--- src/sv/tpcpw_pkg.sv ---
// shared types and constants for the tft panel command and pixel writer
// no dependencies; used by tpcpw_ctrl, tpcpw_out_reg and the top level
package tpcpw_pkg;

    typedef enum logic [1:0] {
        FUNC_DATA  = 2'd0,
        FUNC_CMD   = 2'd1,
        FUNC_RESET = 2'd2
    } t_func;

    localparam logic [15:0] CMD_SWRESET = 16'h0001;
    localparam logic [15:0] CMD_CASET   = 16'h002A;
    localparam logic [15:0] CMD_PASET   = 16'h002B;
    localparam logic [15:0] CMD_RAMWR   = 16'h002C;
    localparam logic [15:0] CMD_MADCTL  = 16'h0036;

    // orientation bits
    localparam int unsigned ORI_MY = 7;
    localparam int unsigned ORI_MX = 6;
    localparam int unsigned ORI_MV = 5;

    localparam logic [2:0] PARAM_FULL = 3'd4;

    typedef struct packed {
        logic [7:0] red;
        logic [7:0] green;
        logic [7:0] blue;
    } t_rgb;

    // rgb565 to rgb888 by bit replication
    function automatic t_rgb expand_565(input logic [15:0] c);
        t_rgb v;
        v.red   = {c[15:11], c[15:13]};
        v.green = {c[10:5], c[10:9]};
        v.blue  = {c[4:0], c[4:2]};
        return v;
    endfunction

endpackage

--- src/sv/tpcpw_ctrl.sv ---
// command decode, window and cursor state, orientation transform
// depends on tpcpw_pkg
module tpcpw_ctrl #(
    parameter int PANEL_WIDTH  = 320,
    parameter int PANEL_HEIGHT = 480,
    parameter int X_W          = 9,
    parameter int Y_W          = 9
) (
    input  logic               i_clk,
    input  logic               i_rst_n,
    input  logic               i_step,
    input  logic [1:0]         i_func,
    input  logic [15:0]        i_word,
    output logic               o_pix_valid,
    output logic [X_W-1:0]     o_pix_x,
    output logic [Y_W-1:0]     o_pix_y,
    output tpcpw_pkg::t_rgb    o_rgb
);

    localparam logic [15:0] W_LAST = 16'(PANEL_WIDTH - 1);
    localparam logic [15:0] H_LAST = 16'(PANEL_HEIGHT - 1);
    localparam logic [15:0] W16    = 16'(PANEL_WIDTH);
    localparam logic [15:0] H16    = 16'(PANEL_HEIGHT);

    logic [15:0] r_cmd, n_cmd;
    logic [2:0]  r_cnt, n_cnt;
    logic [7:0]  r_bytes [4];
    logic [7:0]  n_bytes [4];
    logic [15:0] r_col_start, n_col_start, r_col_end, n_col_end;
    logic [15:0] r_row_start, n_row_start, r_row_end, n_row_end;
    logic [15:0] r_cur_col, n_cur_col, r_cur_row, n_cur_row;
    logic [7:0]  r_ori, n_ori;
    logic        n_clear;

    logic [15:0] x_sw, y_sw, x_t, y_t;
    logic        ramwr_data;

    assign ramwr_data = (tpcpw_pkg::t_func'(i_func) == tpcpw_pkg::FUNC_DATA)
                        && (r_cmd == tpcpw_pkg::CMD_RAMWR);

    always_comb begin
        x_sw = r_ori[tpcpw_pkg::ORI_MV] ? r_cur_row : r_cur_col;
        y_sw = r_ori[tpcpw_pkg::ORI_MV] ? r_cur_col : r_cur_row;
        y_t  = r_ori[tpcpw_pkg::ORI_MY] ? (H_LAST - y_sw) : y_sw;
        x_t  = r_ori[tpcpw_pkg::ORI_MX] ? x_sw : (W_LAST - x_sw);
    end

    assign o_pix_valid = ramwr_data && (x_t < W16) && (y_t < H16);
    assign o_pix_x     = x_t[X_W-1:0];
    assign o_pix_y     = y_t[Y_W-1:0];
    assign o_rgb       = tpcpw_pkg::expand_565(i_word);

    // parameter byte collection, saturating at four
    task automatic collect();
        if (r_cnt < tpcpw_pkg::PARAM_FULL) begin
            n_bytes[r_cnt[1:0]] = i_word[7:0];
            n_cnt = r_cnt + 3'd1;
        end
    endtask

    always_comb begin
        n_cmd       = r_cmd;
        n_cnt       = r_cnt;
        n_bytes     = r_bytes;
        n_col_start = r_col_start;
        n_col_end   = r_col_end;
        n_row_start = r_row_start;
        n_row_end   = r_row_end;
        n_cur_col   = r_cur_col;
        n_cur_row   = r_cur_row;
        n_ori       = r_ori;
        n_clear     = 1'b0;
        case (tpcpw_pkg::t_func'(i_func))
            tpcpw_pkg::FUNC_RESET: begin
                n_clear = 1'b1;
            end
            tpcpw_pkg::FUNC_CMD: begin
                n_cmd = i_word;
                n_cnt = 3'd0;
                if (i_word == tpcpw_pkg::CMD_SWRESET) begin
                    n_clear = 1'b1;
                end else if (i_word == tpcpw_pkg::CMD_RAMWR) begin
                    n_cur_col = r_col_start;
                    n_cur_row = r_row_start;
                end
            end
            tpcpw_pkg::FUNC_DATA: begin
                case (r_cmd)
                    tpcpw_pkg::CMD_CASET: begin
                        collect();
                        if (n_cnt >= tpcpw_pkg::PARAM_FULL) begin
                            n_col_start = {n_bytes[0], n_bytes[1]};
                            n_col_end   = {n_bytes[2], n_bytes[3]};
                        end
                    end
                    tpcpw_pkg::CMD_PASET: begin
                        collect();
                        if (n_cnt >= tpcpw_pkg::PARAM_FULL) begin
                            n_row_start = {n_bytes[0], n_bytes[1]};
                            n_row_end   = {n_bytes[2], n_bytes[3]};
                        end
                    end
                    tpcpw_pkg::CMD_MADCTL: begin
                        if (r_cnt == 3'd0) begin
                            n_ori = i_word[7:0];
                        end
                        collect();
                    end
                    tpcpw_pkg::CMD_RAMWR: begin
                        n_cnt = 3'd0;
                        // step through the window, wrap to next row
                        if (r_cur_col < r_col_end) begin
                            n_cur_col = r_cur_col + 16'd1;
                        end else begin
                            n_cur_col = r_col_start;
                            n_cur_row = r_cur_row + 16'd1;
                        end
                    end
                    default: begin
                        n_cnt = 3'd0;
                    end
                endcase
            end
            default: begin
            end
        endcase
    end

    always_ff @(posedge i_clk) begin
        if (!i_rst_n || (i_step && n_clear)) begin
            r_cmd       <= 16'd0;
            r_cnt       <= 3'd0;
            r_col_start <= 16'd0;
            r_col_end   <= 16'd0;
            r_row_start <= 16'd0;
            r_row_end   <= 16'd0;
            r_cur_col   <= 16'd0;
            r_cur_row   <= 16'd0;
            r_ori       <= 8'd0;
        end else if (i_step) begin
            r_cmd       <= n_cmd;
            r_cnt       <= n_cnt;
            r_col_start <= n_col_start;
            r_col_end   <= n_col_end;
            r_row_start <= n_row_start;
            r_row_end   <= n_row_end;
            r_cur_col   <= n_cur_col;
            r_cur_row   <= n_cur_row;
            r_ori       <= n_ori;
        end
    end

    // parameter bytes are only read after being written
    always_ff @(posedge i_clk) begin
        if (i_step) begin
            r_bytes <= n_bytes;
        end
    end

endmodule

--- src/sv/tpcpw_out_reg.sv ---
// result register holding one pixel until the downstream side takes it
// depends on tpcpw_pkg
module tpcpw_out_reg #(
    parameter int X_W = 9,
    parameter int Y_W = 9
) (
    input  logic               i_clk,
    input  logic               i_rst_n,
    input  logic               i_load,
    input  logic               i_pix_valid,
    input  logic [X_W-1:0]     i_pix_x,
    input  logic [Y_W-1:0]     i_pix_y,
    input  tpcpw_pkg::t_rgb    i_rgb,
    input  logic               i_ready,
    output logic               o_free,
    output logic               o_valid,
    output logic [X_W-1:0]     o_pixel_x,
    output logic [Y_W-1:0]     o_pixel_y,
    output tpcpw_pkg::t_rgb    o_rgb
);

    logic               r_valid;
    logic [X_W-1:0]     r_x;
    logic [Y_W-1:0]     r_y;
    tpcpw_pkg::t_rgb    r_rgb;

    assign o_free = !r_valid || i_ready;

    always_ff @(posedge i_clk) begin
        if (!i_rst_n) begin
            r_valid <= 1'b0;
        end else if (o_free) begin
            r_valid <= i_load && i_pix_valid;
        end
    end

    always_ff @(posedge i_clk) begin
        if (o_free && i_load && i_pix_valid) begin
            r_x   <= i_pix_x;
            r_y   <= i_pix_y;
            r_rgb <= i_rgb;
        end
    end

    assign o_valid   = r_valid;
    assign o_pixel_x = r_x;
    assign o_pixel_y = r_y;
    assign o_rgb     = r_rgb;

endmodule

--- src/sv/tft_panel_command_pixel_writer.sv ---
// tft panel command and pixel writer: input register, decode, result register
// throughput: one request per cycle, limited only by output stalls
// reset: synchronous active-low i_rst_n clears window, cursor, command and pipeline
module tft_panel_command_pixel_writer #(
    parameter int PANEL_WIDTH  = 320,
    parameter int PANEL_HEIGHT = 480
) (
    input  logic                              i_clk,
    input  logic                              i_rst_n,
    input  logic                              i_valid,
    output logic                              o_ready,
    input  logic [1:0]                        i_func,
    input  logic [15:0]                       i_word,
    output logic                              o_valid,
    input  logic                              i_ready,
    output logic [$clog2(PANEL_WIDTH)-1:0]    o_pixel_x,
    output logic [$clog2(PANEL_HEIGHT)-1:0]   o_pixel_y,
    output logic [7:0]                        o_red,
    output logic [7:0]                        o_green,
    output logic [7:0]                        o_blue
);

    localparam int X_W = $clog2(PANEL_WIDTH);
    localparam int Y_W = $clog2(PANEL_HEIGHT);

    logic           r_in_valid;
    logic [1:0]     r_func;
    logic [15:0]    r_word;
    logic           adv;
    logic           step;

    logic               pix_valid;
    logic [X_W-1:0]     pix_x;
    logic [Y_W-1:0]     pix_y;
    tpcpw_pkg::t_rgb    pix_rgb;
    tpcpw_pkg::t_rgb    out_rgb;

    assign step    = r_in_valid && adv;
    assign o_ready = !r_in_valid || adv;

    always_ff @(posedge i_clk) begin
        if (!i_rst_n) begin
            r_in_valid <= 1'b0;
        end else if (o_ready) begin
            r_in_valid <= i_valid;
        end
    end

    always_ff @(posedge i_clk) begin
        if (o_ready && i_valid) begin
            r_func <= i_func;
            r_word <= i_word;
        end
    end

    tpcpw_ctrl #(
        .PANEL_WIDTH  (PANEL_WIDTH),
        .PANEL_HEIGHT (PANEL_HEIGHT),
        .X_W          (X_W),
        .Y_W          (Y_W)
    ) u_ctrl (
        .i_clk       (i_clk),
        .i_rst_n     (i_rst_n),
        .i_step      (step),
        .i_func      (r_func),
        .i_word      (r_word),
        .o_pix_valid (pix_valid),
        .o_pix_x     (pix_x),
        .o_pix_y     (pix_y),
        .o_rgb       (pix_rgb)
    );

    tpcpw_out_reg #(
        .X_W (X_W),
        .Y_W (Y_W)
    ) u_out (
        .i_clk       (i_clk),
        .i_rst_n     (i_rst_n),
        .i_load      (r_in_valid),
        .i_pix_valid (pix_valid),
        .i_pix_x     (pix_x),
        .i_pix_y     (pix_y),
        .i_rgb       (pix_rgb),
        .i_ready     (i_ready),
        .o_free      (adv),
        .o_valid     (o_valid),
        .o_pixel_x   (o_pixel_x),
        .o_pixel_y   (o_pixel_y),
        .o_rgb       (out_rgb)
    );

    assign o_red   = out_rgb.red;
    assign o_green = out_rgb.green;
    assign o_blue  = out_rgb.blue;

endmodule

--- config.mk ---
export PLATFORM = sky130hd
export DESIGN_NAME = tft_panel_command_pixel_writer
export DESIGN_NICKNAME = d
export VERILOG_FILES = /design/src/sv/tpcpw_pkg.sv /design/src/sv/tpcpw_ctrl.sv /design/src/sv/tpcpw_out_reg.sv /design/src/sv/tft_panel_command_pixel_writer.sv
export SDC_FILE = /design/constraint.sdc
export NUM_CORES = 1
export LEC_CHECK = 0
export ABC_CLOCK_PERIOD_IN_PS = 4500
export BUFFER_PORTS_ARGS = -buffer_cell sky130_fd_sc_hd__buf_4
export CAP_MARGIN = 20
export CORE_MARGIN = 4
export CORE_UTILIZATION = 61
export CTS_CLUSTER_SIZE = 16
export DETAILED_ROUTE_END_ITERATION = 10
export PLACE_DENSITY = 0.85
export SLEW_MARGIN = 20
export SYNTH_ARGS = -nofsm -noshare
export SYNTH_HDL_FRONTEND = slang
export SYNTH_HIERARCHICAL = 1
export SYNTH_SLANG_ARGS = --single-unit
--- constraint.sdc ---
create_clock -name i_clk -period 4.5 [get_ports i_clk]
set_input_delay 0.225 -clock i_clk [delete_from_list [all_inputs] [get_ports i_clk]]
set_output_delay 0.225 -clock i_clk [all_outputs]
set_load 0.02 [all_outputs]
==> impl_results.md, run 1 <==
* Run status: finished clean
* Clock sink count at between 150 and 200
* Post-synthesis cell type count at ~70
* Floorplan die width at between 100 and 150 um
* Final Slew Violations at 0
* Arrival time reported for the critical path endpoint at 3830 ps
* Number of instances in the synthesized netlist at roughly 990
* Number of warnings issued by yosys at 6
* Combinational power share at 4.7%
* Maximum fanout along the worst path at 26
* Area added between synthesis and finish at 12.2%
* Number of instances resized during post-cts repair at 0
* Floorplan die area at 18000 um2
* Share of the core filled with cells at a little under three quarters
* Worst IR Drop VDD at 0.276 mV
* Routability congestion estimate from global placement at 0.915
* Number of fill cells in the layout at 1103
* Minimum period implied by the final worst setup slack at 3700 ps
* Number of I/O pins at 66
* Synthesized-area fraction occupied by ao, oa, aoi and oai cells at between 10% and 20%
* Maximum number of pins on one net before global-route repair at just under 70
* Fin Setup TNS at 0 ps
* Peak clock frequency supported by timing at about 270 MHz
* Pint at between 2000 and 3000 uW
* Detailed-route wire length per cell at between 15 and 20 um
* Mux contribution to synthesized area at between 7 and 8%
* Number of port buffers at 65
* Clock group share of total power at roughly 41%
* Capturing element type of the critical path: flip-flop
* Number of detailed-route iterations in the first pass at 6
* Hold Path Class: input pin to flip-flop
* Wire length of the first global-routing pass at approximately 38000 um
* Portion of the clock cycle consumed by the worst path in the final layout at slightly above 80%
* Non-filler instance count after layout at approximately 1200
* Combinational family with the most area after synthesis: simple AND/OR/NAND/NOR gates
* GRT Util Overall at around a quarter
* Post-Syn Area at between 9000 and 10000 um2
* Cell count after placement at approximately 1200
* Clock Pin Slew Worst Setup and Hold Paths at 70 ps
* Net count of the mapped netlist at ~1000
* Number of hold-repair buffers added at the cts stage at 18
* Synthesized flop and latch total at ~200
* Max Cap Violations at 0
* Maximum count of clock buffers along a single path at 2
* Post-CTS Setup Bufs at 0
* Antenna violations before repair at 0
* Number of synthesized flops with an enable pin at 92
* Starting Density at between 60% and 70%
* Met2 usage at between 40% and 50%
* Met1 track demand over resource in global routing at 36.6%
* Vias in the first global route at ~7100
* Setup repair after global routing missed its margin: false
* Number of rows created at floorplan at between 40 and 50
* Number of buffers inserted during clock tree synthesis at 17
* Switching share of power at between 20% and 30%
* Drt first-iter violations at 950
* Final-report hold violation count at 0
* P_leak at about 0.0035 uW
* Post-layout nets at 1059
* Total via count after detailed routing at between 7000 and 8000
* Post-DRT Antenna Nets at 0
* Latest clock arrival within the worst-skew pair at between 400 and 500 ps
* Post-Syn Area per Cell at just under 10 um2
* Root Driver: sky130_fd_sc_hd__clkbuf_16
* Global route total overflow at 0
* Async set-reset flop share out of synthesis at 0%
* Total detailed-routing wirelength at 24000 um
* Data required, critical path at 4640 ps
* Post-route setup slack at between 800 and 900 ps
* Worst slack after detailed placement at 828 ps
* Finish-stage setup viols at 0
* Post-route clock skew at 10.4 ps
* Layout cell share with drive strength beyond 1 at 16.9%
* Sequential area share after synthesis at around half
* Synth Area in Simple Gates at between 10% and 20%
* TritonCTS clock tree: built
* Detail-routed via count per cell at approximately 6
* Xor and xnor fraction of the mapped netlist area at under 10%
* Net Switching at between 800 and 900 uW
* Layer with the highest usage: met2
* Headroom to the max-slew limit at slightly below 30%
* # diodes at 0
* Class of the most critical setup path: flip-flop to flip-flop
* Worst slew pin tran at 1050 ps
* Global Route met3 Usage at about 5%
* Adder-cell share of the synthesized area at under 10%
* Area inside the core boundary at approximately 15000 um2
* Half-perimeter wire length after placement at ~16000 um
* Most instantiated flip-flop cell in the synthesis netlist: sky130_fd_sc_hd__dfxtp_1
* WHS at around 44 ps
* Vertical die dimension at 134 um
* Power per standard cell area at around 320 nW/um2
* Kind of start point of the critical path: flip-flop
* Reg power frac at approximately 54%
* # DRC at 0
* Number of H-tree levels at 4
[layout make-up]
type,instances,area [um2],area share (%)
clock buffer,18,439,4.03
clock inverter,14,124,1.14
inverter,31,116,1.07
multi-input combinational,672,4320,39.7
sequential,196,4850,44.5
tap,211,264,2.42
timing repair buffer,93,781,7.17
[synthesized netlist by cell type, drive strengths merged (12+ instances only)]
master | number | share of area, %
nand2 | 147 | 5.7
dfxtp | 104 | 21
a21oi | 98 | 5.1
edfxtp | 92 | 28
nor2 | 52 | 2.0
buf | 47 | 3.1
o21ai | 42 | 2.2
clkbuf | 40 | 1.5
mux2 | 38 | 4.4
mux2i | 34 | 3.5
inv | 30 | 1.2
ha | 26 | 3.4
a211oi | 23 | 1.8
nand3 | 22 | 1.1
nor3 | 22 | 1.2
xnor2 | 15 | 1.4
nand2b | 14 | 1.1
and3 | 12 | 0.77
[layout by cell type, fill, tap and decap left out, types with 30 or more instances in the layout]
cell type,synthesis,routed
sky130_fd_sc_hd__dfxtp_1,104,103
sky130_fd_sc_hd__o21ai_0,41,41
sky130_fd_sc_hd__mux2_2,38,38
sky130_fd_sc_hd__a21oi_1,98,98
sky130_fd_sc_hd__buf_4,25,72
sky130_fd_sc_hd__mux2i_1,34,34
sky130_fd_sc_hd__nand2_1,145,144
sky130_fd_sc_hd__inv_1,30,30
sky130_fd_sc_hd__nor2_1,52,51
sky130_fd_sc_hd__edfxtp_1,92,92
[per-stage QoR]
stage               power [uW]  instance area [um2]
finish                    3510                10900
global route              3630                10900
CTS                       3520                10900
detailed placement        2100                10100
global placement          2100                10100
floorplan                 2060                 9710
[worst paths after layout]
| path | startpoint | endpoint | slack (ps) | cells after the start |
|---|---|---|---|---|
| hold reg to reg | u_ctrl/r_row_start[14] | u_ctrl/r_row_start[14] | 450 | 2 |
| setup reg to reg | u_ctrl/r_ori[5] | u_out/o_pixel_x[6] | 800 | 12 |
| hold / removal | i_valid | r_in_valid | 40 | 3 |
| setup / recovery | u_ctrl/r_ori[5] | u_out/o_pixel_x[6] | 800 | 12 |
[registers in the layout, indices dropped and copies added (netlist names)]
signal              count
u_ctrl/r_bytes         32
u_out/o_rgb            24
r_word                 16
u_ctrl/r_cmd           16
u_ctrl/r_col_end       16
u_ctrl/r_col_start     16
u_ctrl/r_cur_col       16
u_ctrl/r_cur_row       16
u_ctrl/r_row_start     16
u_out/o_pixel_x         9
u_out/o_pixel_y         9
u_ctrl/r_cnt            3
u_ctrl/r_ori            3
r_func                  2
r_in_valid              1
u_out/o_valid           1
[power groups by stage]
| stage | combinational (uW) | sequential (uW) | clock [uW] |
|---|---|---|---|
| after floorplan | 127 | 1930 | 0 |
| after global placement | 147 | 1950 | 0 |
| after detailed placement | 150 | 1950 | 0 |
| after CTS | 164 | 1910 | 1450 |
| after global routing | 182 | 1910 | 1530 |
| final | 167 | 1910 | 1430 |
[metal layers]
| layer | vias up | wire, um |
|---|---|---|
| met5 | - | 0 |
| met4 | 0 | 497 |
| met3 | 45 | 1840 |
| met2 | 368 | 11600 |
| met1 | 3641 | 10100 |
| li1 | 3575 | - |
[cells by family after synthesis]
kind of cell	Yosys count
simple gates	325
xor+xnor	25
mux	72
fa+ha+maj	26
flops	196
compound gates	224
buf+inv	118
[critical path, cell delays in order, from the launching register on]
cell,delay [ps]
sky130_fd_sc_hd__dfxtp_2,650
sky130_fd_sc_hd__mux2_2,410
sky130_fd_sc_hd__inv_1,70
sky130_fd_sc_hd__ha_1,220
sky130_fd_sc_hd__nor2_1,110
sky130_fd_sc_hd__mux2_2,280
sky130_fd_sc_hd__o21ai_0,140
sky130_fd_sc_hd__nand4_1,120
sky130_fd_sc_hd__nor4_1,170
sky130_fd_sc_hd__and4_1,330
sky130_fd_sc_hd__nand2_2,120
sky130_fd_sc_hd__nor2b_4,490
sky130_fd_sc_hd__buf_12,260
Note: power is estimated with default switching activity, not from simulation.
==> run 2, diff against run 1 <==
- ABC_CLOCK_PERIOD_IN_PS: 4500 -> 3420
- clock period: 4.5 -> 3.42 ns (I/O delays scaled with it)
==> impl_results.md, run 2 (synthesis results as in run 1) <==
* Number of I/O pins at between 60 and 70
* Hold Crit Depth at 2
* Pint at between 3000 and 4000 uW
* Reg power frac at a little over half
* Number of flip-flops in the largest register at 32
* Clock sink count at between 150 and 200
* Net Switching at between 1000 and 1500 uW
* TritonCTS clock tree: built
* Post-layout nets at around 1100
* Startpoint of the tightest hold check path: i_rst_n
* Crit path cell chain: nor4_4 > nand4_2 > or4_1 > a211oi_2 > o2111ai_1 > nor4_1 > and4_1 > nand2_2 > nor2b_4 > buf_12
* Buf+Inv Stages, Crit Path at 1
* Class of the most critical setup path: flip-flop to flip-flop
* Hold Path Class: input pin to flip-flop
* Maximum fanout along the worst path at 42
* Total via count after detailed routing at a little under 8000
* Portion of the clock cycle consumed by the worst path in the final layout at 93.1%
* Final Slew Violations at 0
* Worst setup slack for register-to-register paths at between 200 and 250 ps
* Area inside the core boundary at 15400 um2
* Cells on worst reg2reg path at 10
* Vertical die dimension at approximately 130 um
* Layout cell share with drive strength beyond 1 at 17.7%
* Reg-to-Reg End: u_out/o_pixel_x[8]
* Endpoint, Worst Hold: r_in_valid
* Number of H-tree levels at 4
* Largest stage delay on the critical path at 640 ps
* Post-CTS Setup Bufs at 0
* Maximum count of clock buffers along a single path at 2
* P_leak at 0.00359 uW
* Worst slew pin tran at approximately 720 ps
* Post-DRT Antenna Nets at 0
* Root Driver: sky130_fd_sc_hd__clkbuf_16
* Latest clock arrival within the worst-skew pair at 440 ps
* Maximum number of pins on one net before global-route repair at 64
* Fin Setup TNS at 0 ps
* Crit path max-delay family: simple AND/OR/NAND/NOR gates
* Arrival time reported for the critical path endpoint at approximately 3300 ps
* Clock Pin Slew Worst Setup and Hold Paths at 70 ps
* Number of hold-repair buffers added at the cts stage at 19
* Drt first-iter violations at approximately 1000
* Finish-stage setup viols at 0
* Kind of start point of the critical path: flip-flop
* Capturing element type of the critical path: flip-flop
* Clock group share of total power at between 40 and 50%
* Max Cap Violations at 0
* Finished layout cell area at approximately 11000 um2
* Detailed-route wire length per cell at 19.2 um
* Routability congestion estimate from global placement at about 0.95
* Global route total overflow at 0
* Commonest non-fill, non-tap cell in the layout: sky130_fd_sc_hd__nand2_1
* Post-route clock skew at approximately 11 ps
* Share of the core filled with cells at a little under three quarters
* Source of the worst register-to-register timing path: u_ctrl/r_cmd[13]
* Post-place instance area at between 10000 and 15000 um2
* Starting Density at 63.1%
* Area added between synthesis and finish at 13.7%
* Final-report hold violation count at 0
* Critical Path Slowest Stage Cell: sky130_fd_sc_hd__or4_1
* Data required, critical path at ~3500 ps
* Headroom to the max-slew limit at 51.8%
* Wire length of the first global-routing pass at ~38000 um
* Switching share of power at between 20% and 30%
* Number of rows created at floorplan at 45
* # DRC at 0
* Vias in the first global route at between 7000 and 8000
* Total detailed-routing wirelength at 24100 um
* Combinational power share at 5.0%
* Detail-routed via count per cell at 6.16
* Minimum period implied by the final worst setup slack at 3190 ps
* Top register by number of flip-flops: u_ctrl/r_bytes
* Floorplan die width at around 130 um
* # diodes at 0
* Number of detailed-route iterations in the first pass at 5
* Number of instances resized during post-cts repair at 0
* Peak clock frequency supported by timing at between 300 and 400 MHz
* Power per standard cell area at 431 nW/um2
* Run status: finished clean
* Number of buffers inserted during clock tree synthesis at 17
* Setup repair after global routing missed its margin: false
* Antenna violations before repair at 0
* Floorplan die area at between 15000 and 20000 um2
* Number of port buffers at 65
* Top library cells by usage in the layout, fill and taps aside: sky130_fd_sc_hd__nand2_1 (145), sky130_fd_sc_hd__dfxtp_1 (103), sky130_fd_sc_hd__a21oi_1 (98)
* Worst IR Drop VDD at ~0.45 mV
* GRT Util Overall at a little over a quarter
* Half-perimeter wire length after placement at between 15000 and 20000 um
-- run 2: routing by layer --
layer | GRT usage (%) | vias to the layer above | wire, um
li1 | - | 3605 | -
met1 | 36.9 | 3692 | 10200
met2 | 43.5 | 359 | 11400
met3 | 5.25 | 44 | 1940
met4 | 8.77 | 0 | 542
met5 | 0 | - | 0
-- run 2: power by group through the flow --
stage | clock [uW] | sequential [uW] | combinational [uW]
after floorplan | 0 | 2540 | 167
after global placement | 0 | 2560 | 210
after detailed placement | 0 | 2560 | 213
after CTS | 2030 | 2500 | 232
after global routing | 2120 | 2510 | 259
final | 2010 | 2510 | 237
-- run 2: through the flow --
step | power, uW | hold slack [ps] | setup slack, ps | std cells
floorplan | 2710 | 270 | -9.42 | 986
global placement | 2770 | 350 | 328 | 1200
detailed placement | 2770 | 350 | 285 | 1200
CTS | 4770 | 25.9 | 249 | 1251
global route | 4890 | 43.0 | 40.1 | 1251
finish | 4760 | 36.3 | 235 | 1251
-- run 2: worst max-delay path by stage --
stage / from / to / depth (start not counted)
floorplan: u_ctrl/r_ori[5] / u_out/o_pixel_x[0] / 15
CTS: u_ctrl/r_cmd[13] / u_out/o_pixel_y[1] / 10
finish: u_ctrl/r_cmd[13] / u_out/o_pixel_x[8] / 10
global route: u_ctrl/r_cmd[13] / u_out/o_pixel_y[1] / 10
global placement: u_ctrl/r_cmd[13] / u_out/o_pixel_x[8] / 10
detailed placement: u_ctrl/r_cmd[13] / u_out/o_pixel_x[8] / 10
-- run 2: area by class of cell --
cell class	instances	area, um2
inverter	31	116
tap	211	264
clock inverter	11	125
clock buffer	21	472
sequential	196	4850
timing repair buffer	109	903
multi-input combinational	672	4310
fill	1064	4340
